File: config.mk
export PLATFORM = sky130hd
export DESIGN_NAME = hierarchical_sound_peak_tracker
export DESIGN_NICKNAME = d
export VERILOG_FILES = /design/src/rtl/hspt_pkg.sv /design/src/rtl/hspt_front.sv /design/src/rtl/hspt_queue.sv /design/src/rtl/hspt_back.sv /design/src/rtl/hierarchical_sound_peak_tracker.sv
export SDC_FILE = /design/constraint.sdc
export NUM_CORES = 1
export LEC_CHECK = 0
export ABC_CLOCK_PERIOD_IN_PS = 7650
export BUFFER_PORTS_ARGS = -buffer_cell sky130_fd_sc_hd__buf_2
export CAP_MARGIN = 20
export CORE_MARGIN = 2
export CORE_UTILIZATION = 56
export DETAILED_ROUTE_END_ITERATION = 16
export PLACE_DENSITY_LB_ADDON = 0.2
export SLEW_MARGIN = 30
export SYNTH_ARGS = -nofsm -noshare
export SYNTH_HDL_FRONTEND = slang
export SYNTH_HIERARCHICAL = 1
export SYNTH_SLANG_ARGS = --single-unit
File: constraint.sdc
create_clock -name clk -period 7.65 [get_ports clk]
set_input_delay 0.765 -clock clk [delete_from_list [all_inputs] [get_ports clk]]
set_output_delay 0.765 -clock clk [all_outputs]
set_load 0.02 [all_outputs]
File: src/rtl/hspt_pkg.sv
`timescale 1ns / 1ps
// Shared types, constants and the level scaling function for the sound peak tracker.
// No dependencies.
package hspt_pkg;

  localparam int RAW_W = 12;
  localparam int LVL_W = 8;
  localparam int LEN_W = 8;
  localparam int SLOT_W = 4;
  localparam int HSPT_HISTORY_DEPTH = 3;
  localparam int QUEUE_DEPTH = 2;
  localparam int PADDR_W = 3;
  localparam int PDATA_W = 32;

  // Exact reciprocals for dividends below 2^20, with a 32-bit shift.
  localparam logic [20:0] LIGHT_RECIP = 21'd1048833;
  localparam logic [20:0] LIGHT_LIMIT = 21'd1048320;
  localparam logic [20:0] SOUND_RECIP = 21'd2050104;
  localparam logic [20:0] SOUND_LIMIT = 21'd536320;

  typedef enum logic {
    REG_WINDOW_LEN = 1'b0,
    REG_GROUP_LEN  = 1'b1
  } reg_idx_t;

  typedef struct packed {
    logic [LVL_W-1:0] light;
    logic [LVL_W-1:0] sound;
  } levels_t;

  typedef struct packed {
    logic [LVL_W-1:0]  light_level;
    logic [LVL_W-1:0]  sound_level;
    logic              window_closed;
    logic [LVL_W-1:0]  window_peak;
    logic              group_closed;
    logic [LVL_W-1:0]  group_peak;
    logic              history_written;
    logic [SLOT_W-1:0] history_slot;
  } result_t;

  function automatic logic [LVL_W-1:0] scale_sat(input logic [RAW_W-1:0] raw,
                                                 input logic [20:0] recip,
                                                 input logic [20:0] limit);
    logic [20:0] prod;
    logic [40:0] quot;
    prod = {raw, 9'b0} - {9'b0, raw};
    quot = {21'b0, prod[19:0]} * {20'b0, recip};
    if (prod >= limit) begin
      return {LVL_W{1'b1}};
    end
    return quot[39:32];
  endfunction

endpackage

File: src/rtl/hspt_front.sv
`timescale 1ns / 1ps
// Front stage: accepts sensor pairs and registers the scaled light and sound levels.
// Depends on hspt_pkg.
module hspt_front import hspt_pkg::*; (
  input  logic             clk,
  input  logic             rst_n,
  input  logic             in_valid,
  output logic             in_ready,
  input  logic [RAW_W-1:0] in_light_raw,
  input  logic [RAW_W-1:0] in_sound_raw,
  output logic             fr_valid,
  input  logic             fr_ready,
  output levels_t          fr_data
);

  logic    valid_r;
  levels_t data_r;
  levels_t data_nxt;

  assign in_ready = !valid_r || fr_ready;
  assign fr_valid = valid_r;
  assign fr_data  = data_r;

  always_comb begin
    data_nxt.light = scale_sat(in_light_raw, LIGHT_RECIP, LIGHT_LIMIT);
    data_nxt.sound = scale_sat(in_sound_raw, SOUND_RECIP, SOUND_LIMIT);
  end

  always_ff @(posedge clk) begin
    if (!rst_n) begin
      valid_r <= 1'b0;
    end else if (in_ready) begin
      valid_r <= in_valid;
    end
  end

  always_ff @(posedge clk) begin
    if (in_valid && in_ready) begin
      data_r <= data_nxt;
    end
  end

endmodule

File: src/rtl/hspt_queue.sv
`timescale 1ns / 1ps
// Short queue of scaled levels between the front stage and the peak tracker.
// Depends on hspt_pkg.
module hspt_queue import hspt_pkg::*; (
  input  logic    clk,
  input  logic    rst_n,
  input  logic    push_valid,
  output logic    push_ready,
  input  levels_t push_data,
  output logic    pop_valid,
  input  logic    pop_ready,
  output levels_t pop_data
);

  localparam int PTR_W = (QUEUE_DEPTH > 1) ? $clog2(QUEUE_DEPTH) : 1;
  localparam int CNT_W = $clog2(QUEUE_DEPTH + 1);

  levels_t            entry_r [QUEUE_DEPTH];
  logic [PTR_W-1:0]   wr_ptr_r;
  logic [PTR_W-1:0]   rd_ptr_r;
  logic [CNT_W-1:0]   count_r;
  logic               push;
  logic               pop;

  assign push_ready = count_r != CNT_W'(QUEUE_DEPTH);
  assign pop_valid  = count_r != '0;
  assign pop_data   = entry_r[rd_ptr_r];
  assign push       = push_valid && push_ready;
  assign pop        = pop_valid && pop_ready;

  function automatic logic [PTR_W-1:0] ptr_inc(input logic [PTR_W-1:0] p);
    if (p == PTR_W'(QUEUE_DEPTH - 1)) begin
      return '0;
    end
    return p + 1'b1;
  endfunction

  always_ff @(posedge clk) begin
    if (!rst_n) begin
      wr_ptr_r <= '0;
      rd_ptr_r <= '0;
      count_r  <= '0;
    end else begin
      if (push) begin
        wr_ptr_r <= ptr_inc(wr_ptr_r);
      end
      if (pop) begin
        rd_ptr_r <= ptr_inc(rd_ptr_r);
      end
      if (push && !pop) begin
        count_r <= count_r + 1'b1;
      end else if (pop && !push) begin
        count_r <= count_r - 1'b1;
      end
    end
  end

  always_ff @(posedge clk) begin
    if (push) begin
      entry_r[wr_ptr_r] <= push_data;
    end
  end

endmodule

File: src/rtl/hspt_back.sv
`timescale 1ns / 1ps
// Back stage: window and group running maxima, history ring index and the result register.
// Depends on hspt_pkg.
module hspt_back import hspt_pkg::*; #(
  parameter int HISTORY_DEPTH = HSPT_HISTORY_DEPTH
) (
  input  logic             clk,
  input  logic             rst_n,
  input  logic             q_valid,
  output logic             q_ready,
  input  levels_t          q_data,
  input  logic [LEN_W-1:0] window_len,
  input  logic [LEN_W-1:0] group_len,
  output logic             res_valid,
  input  logic             res_ready,
  output result_t          res
);

  localparam int HIDX_W = $clog2(HISTORY_DEPTH + 1);

  logic [LEN_W-1:0]  win_cnt_r, win_cnt_nxt;
  logic [LVL_W-1:0]  win_max_r, win_max_nxt;
  logic [LEN_W-1:0]  grp_cnt_r, grp_cnt_nxt;
  logic [LVL_W-1:0]  grp_max_r, grp_max_nxt;
  logic [HIDX_W-1:0] hidx_r, hidx_nxt;
  logic              valid_r;
  result_t           res_r, res_nxt;
  logic              pop;

  assign q_ready   = !valid_r || res_ready;
  assign pop       = q_valid && q_ready;
  assign res_valid = valid_r;
  assign res       = res_r;

  always_comb begin
    win_cnt_nxt = win_cnt_r;
    win_max_nxt = win_max_r;
    grp_cnt_nxt = grp_cnt_r;
    grp_max_nxt = grp_max_r;
    hidx_nxt    = hidx_r;
    res_nxt     = '0;
    res_nxt.light_level = q_data.light;
    res_nxt.sound_level = q_data.sound;
    if (win_cnt_r < window_len) begin
      if (q_data.sound > win_max_r) begin
        win_max_nxt = q_data.sound;
      end
      win_cnt_nxt = win_cnt_r + 1'b1;
    end else begin
      res_nxt.window_closed = 1'b1;
      res_nxt.window_peak   = win_max_r;
      win_cnt_nxt = '0;
      win_max_nxt = '0;
      if (grp_cnt_r < group_len) begin
        if (win_max_r > grp_max_r) begin
          grp_max_nxt = win_max_r;
        end
        grp_cnt_nxt = grp_cnt_r + 1'b1;
      end else begin
        res_nxt.group_closed = 1'b1;
        res_nxt.group_peak   = grp_max_r;
        grp_cnt_nxt = '0;
        grp_max_nxt = '0;
        if (hidx_r < HIDX_W'(HISTORY_DEPTH)) begin
          res_nxt.history_written = 1'b1;
          res_nxt.history_slot    = SLOT_W'(hidx_r);
          hidx_nxt = hidx_r + 1'b1;
        end else begin
          hidx_nxt = '0;
        end
      end
    end
  end

  always_ff @(posedge clk) begin
    if (!rst_n) begin
      win_cnt_r <= '0;
      win_max_r <= '0;
      grp_cnt_r <= '0;
      grp_max_r <= '0;
      hidx_r    <= '0;
      valid_r   <= 1'b0;
    end else begin
      if (pop) begin
        win_cnt_r <= win_cnt_nxt;
        win_max_r <= win_max_nxt;
        grp_cnt_r <= grp_cnt_nxt;
        grp_max_r <= grp_max_nxt;
        hidx_r    <= hidx_nxt;
      end
      if (q_ready) begin
        valid_r <= q_valid;
      end
    end
  end

  always_ff @(posedge clk) begin
    if (pop) begin
      res_r <= res_nxt;
    end
  end

endmodule

File: src/rtl/hierarchical_sound_peak_tracker.sv
`timescale 1ns / 1ps
// Top level of the hierarchical sound peak tracker: configuration registers and stage wiring.
// Depends on hspt_pkg, hspt_front, hspt_queue and hspt_back.

// The block takes one light and sound conversion pair per clock cycle when the output side
// is not stalled and returns one result per item, in order. Each item is registered in the
// scaling stage, then in the two-entry queue and then in the tracker that updates the window
// and group maxima, which with the counters are updated as each item is taken. Write
// window_len and group_len only while no item is in flight.
module hierarchical_sound_peak_tracker import hspt_pkg::*; #(
  parameter int HISTORY_DEPTH = HSPT_HISTORY_DEPTH
) (
  input  logic               clk,
  input  logic               rst_n,
  input  logic               in_valid,
  output logic               in_ready,
  input  logic [RAW_W-1:0]   in_light_raw,
  input  logic [RAW_W-1:0]   in_sound_raw,
  output logic               out_valid,
  input  logic               out_ready,
  output logic [LVL_W-1:0]   out_light_level,
  output logic [LVL_W-1:0]   out_sound_level,
  output logic               out_window_closed,
  output logic [LVL_W-1:0]   out_window_peak,
  output logic               out_group_closed,
  output logic [LVL_W-1:0]   out_group_peak,
  output logic               out_history_written,
  output logic [SLOT_W-1:0]  out_history_slot,
  input  logic               psel,
  input  logic               penable,
  input  logic               pwrite,
  input  logic [PADDR_W-1:0] paddr,
  input  logic [PDATA_W-1:0] pwdata,
  output logic [PDATA_W-1:0] prdata,
  output logic               pready
);

  logic [LEN_W-1:0] window_len_r;
  logic [LEN_W-1:0] group_len_r;
  reg_idx_t         reg_idx;
  logic             cfg_wr;
  logic             fr_valid, fr_ready;
  levels_t          fr_data;
  logic             q_valid, q_ready;
  levels_t          q_data;
  result_t          res;

  assign pready  = 1'b1;
  assign reg_idx = reg_idx_t'(paddr[2]);
  assign cfg_wr  = psel && penable && pwrite && pready;

  always_ff @(posedge clk) begin
    if (!rst_n) begin
      window_len_r <= LEN_W'(100);
      group_len_r  <= LEN_W'(100);
    end else if (cfg_wr) begin
      case (reg_idx)
        REG_WINDOW_LEN: window_len_r <= pwdata[LEN_W-1:0];
        REG_GROUP_LEN:  group_len_r  <= pwdata[LEN_W-1:0];
        default: ;
      endcase
    end
  end

  always_comb begin
    case (reg_idx)
      REG_WINDOW_LEN: prdata = {{(PDATA_W-LEN_W){1'b0}}, window_len_r};
      REG_GROUP_LEN:  prdata = {{(PDATA_W-LEN_W){1'b0}}, group_len_r};
      default:        prdata = '0;
    endcase
  end

  hspt_front u_front (
    .clk          (clk),
    .rst_n        (rst_n),
    .in_valid     (in_valid),
    .in_ready     (in_ready),
    .in_light_raw (in_light_raw),
    .in_sound_raw (in_sound_raw),
    .fr_valid     (fr_valid),
    .fr_ready     (fr_ready),
    .fr_data      (fr_data)
  );

  hspt_queue u_queue (
    .clk        (clk),
    .rst_n      (rst_n),
    .push_valid (fr_valid),
    .push_ready (fr_ready),
    .push_data  (fr_data),
    .pop_valid  (q_valid),
    .pop_ready  (q_ready),
    .pop_data   (q_data)
  );

  hspt_back #(
    .HISTORY_DEPTH (HISTORY_DEPTH)
  ) u_back (
    .clk        (clk),
    .rst_n      (rst_n),
    .q_valid    (q_valid),
    .q_ready    (q_ready),
    .q_data     (q_data),
    .window_len (window_len_r),
    .group_len  (group_len_r),
    .res_valid  (out_valid),
    .res_ready  (out_ready),
    .res        (res)
  );

  assign out_light_level     = res.light_level;
  assign out_sound_level     = res.sound_level;
  assign out_window_closed   = res.window_closed;
  assign out_window_peak     = res.window_peak;
  assign out_group_closed    = res.group_closed;
  assign out_group_peak      = res.group_peak;
  assign out_history_written = res.history_written;
  assign out_history_slot    = res.history_slot;

endmodule

==> results.tsv <==
metric	value	unit
ys.flop_type	edfxtp_1	
muxShareOfSynthArea	0.0353	
root_buffer	clkbuf_16	
ys.warnings.count	6	
clk_latency	0.41	ns
hp-start	u_front/fr_data[14]	
synth.area.top_cells	ha_1 23%, edfxtp_1 17%, fa_1 14%	
leakagePower	7.93	nW
cts_tree	yes	
ys_seq_elements	142	
core	25800	sq um
cts_resized	0	
grt_first_pass_wirelength	48.4	mm
slew_headroom	0.432	
final_cells	1911	
htree_levels	4	
postSynth.asyncResetShare	0	
postRouteAntennaNets	0	
die_area	27400	sq um
rsz0062_at_grt	no	
drcViolationCount	0	
cp.required	7.83	ns
hold_path.class	reg2reg	
routed_wl	29.5	mm
start_util	0.565	
grt_use_total	0.223	
whs	0.443	ns
finalSetupTns	0	ns
worst_pin_slew	0.845	ns
gp_congestion	0.882	
synth-compound-area-share	0.0861	
reg2reg_slack	4.61	ns
ys_seq_area_frac	0.253	
diodes	0	
grt_pass1_vias	9958	
viasPerCell	5.29	
hpwl	25.2	mm
worstSetupPathType	in2reg	
cap_violations	0	
power_per_cell_area	467	nW/um^2
fmax	0.139	GHz
avgRoutedWirePerCell	15.4	microns
rows	59	
antenna_found_initial	0	
numCtsBuffers	17	
cts.sinks	142	
hold_path_end	u_queue/entry_r[1][14]	
timing.final.crit_share	0.939	
postCtsSetupBuffers	0	
whs_path_depth	0	
die_x	165	microns
critPathCaptureType	register	
setup_viol	0	
firstDrtPassIters	5	
slew_violations	0	
hold_buffers	0	
vdd_drop_max	0.000328	V
num_vias	10101	
avgSynthCellArea	10.1	sq um
crit_fanout	5	
ios	140	
cts_buffer_depth	2	
post-place-cells	1879	
synth_area_leader_cell	ha_1	
crit_path_start_kind	primary input	
status	completed	
synthAdderAreaFrac	0.377	
overflow	0	
synthCells	1442	
ff2ff_path_depth	8	
worstPathArrival	7.37	ns
synth_top_area_frac	0.232	
skew	0.0148	ns
drive_gt1_frac	0.133	
synth-edff-count	85	
synth_area	14600	sq um
drt_iter0_markers	497	
clk_pin_slew	0.06	ns
utilization	0.622	
synth_xor_area_frac	0.0420	
hold_viol	0	
die_h	165	microns
synth_top_family_by_area	adder cells	
area_growth	10.0	%
layout_min_cycle_time	7.18	ns
r2r-end	u_back/win_max_r[1]	
grt_max_degree	46	
yosys.area_share.simple	0.112	
io_buffers	86	
nets	2005	
synthDistinctLibCells	83	
-- cells in the mapped netlist, types with 28 or more instances --
library cell    n
inv_1         276
ha_1          271
fa_1          105
edfxtp_1       85
nand2_1        61
dfxtp_1        57
nor2_1         48
xnor2_1        48
a21oi_1        36
nand3_1        32
o21ai_0        30
buf_4          29
mux2_2         28
-- layout by cell type (no fill, tap or decap), drive strengths merged, types with 5 or more instances in the layout --
master,netlist,layout
a22o,17,17
nand4,25,25
dfxtp,57,57
xnor2,48,48
or3,9,9
o211ai,6,6
a21oi,37,37
ha,271,271
a211oi,9,9
nand3,32,32
nor4,5,5
a31oi,6,6
nand2b,17,17
and3,17,17
fa,105,105
o21a,5,5
mux2i,20,20
nor2,51,51
buf,41,125
conb,3,27
mux2,28,28
and2,21,21
xor2,22,22
a21o,17,17
o21ai,34,34
clkinvlp,0,5
edfxtp,85,85
nand2,62,62
clkbuf,6,18
inv,277,282
a21boi,9,9
nor3,24,24
nor2b,20,20
-- cells by family after synthesis --
logic type      Yosys count
mux                      48
buf+inv                 325
fa+ha+maj               377
simple gates            301
compound gates          176
flops                   142
other cells               3
xor+xnor                 70
-- stage by stage --
stage / setup WS (ns) / cell area [sq um] / power [mW]
final: 0.467 / 16100 / 7.50
after global routing: 0.0261 / 16100 / 8.40
after CTS: 0.401 / 16100 / 7.57
after detailed placement: -0.0126 / 15500 / 6.75
after global placement: 0.128 / 15500 / 6.62
after floorplan: 0.449 / 14700 / 5.20
-- per-layer routing --
layer / track usage / wire (microns) / vias up
met5: 0 / 0 / -
li1: - / - / 5085
met4: 0.0525 / 470 / 0
met1: 0.288 / 13400 / 4826
met2: 0.401 / 14700 / 163
met3: 0.0265 / 868 / 27
-- area by class of cell --
cell class | instances | area, sq um
Clock inverter | 14 | 133
Multi-Input combinational cell | 999 | 9620
Tap cell | 335 | 419
Clock buffer | 18 | 429
Fill cell | 2198 | 9780
Timing Repair Buffer | 125 | 723
Sequential cell | 142 | 3690
Inverter | 278 | 1040
-- worst max-delay path, stage by stage --
cell and delay (ns):
buf_2 0.12, inv_1 0.09, ha_1 0.18, nor2b_1 0.27, nor2b_1 0.21, xnor2_1 0.16
inv_1 0.13, fa_1 0.52, inv_1 0.07, fa_1 0.46, fa_1 0.54, inv_1 0.05
fa_1 0.59, inv_1 0.08, fa_1 0.54, inv_1 0.07, fa_1 0.54, inv_1 0.05
ha_1 0.35, nand4_1 0.16, nor2_1 0.12, o211ai_1 0.10, a21oi_1 0.34, o21bai_1 0.21
buf_4 0.18, a21oi_1 0.12, nor2_1 0.05, o21ai_0 0.31
-- worst max-delay path by stage --
stage	to	startpoint	cells past startpoint	slack (ns)
global placement	u_front/fr_data[6]	in_sound_raw[10]	30	0.13
global route	u_front/fr_data[6]	in_sound_raw[10]	30	0.03
floorplan	u_front/fr_data[7]	in_sound_raw[1]	26	0.45
CTS	u_front/fr_data[6]	in_sound_raw[10]	30	0.40
finish	u_front/fr_data[6]	in_sound_raw[0]	28	0.47
detailed placement	u_front/fr_data[6]	in_sound_raw[0]	28	-0.01
-- registers in the layout, summed over array words and instances (netlist names), named ones only --
| register | cells |
|---|---|
| window_len_r | 8 |
| u_back/grp_max_r | 8 |
| u_back/win_cnt_r | 8 |
| u_queue/count_r | 2 |
| u_queue/entry_r | 32 |
| u_front/fr_data | 16 |
| u_queue/wr_ptr_r | 1 |
| group_len_r | 8 |
| u_queue/rd_ptr_r | 1 |
| u_back/res | 37 |
| u_back/grp_cnt_r | 8 |
| u_back/res_valid | 1 |
| u_back/win_max_r | 8 |
| u_front/fr_valid | 1 |
| u_back/hidx_r | 2 |
-- power breakdown --
group / total [mW] / internal (mW) / switching (mW)
Combinational: 5.62 / 2.43 / 3.20
Sequential: 1.11 / 1.02 / 0.0909
Clock: 0.771 / 0.452 / 0.319
Total: 7.50 / 3.90 / 3.61
Power figures use the tool's default switching activity.
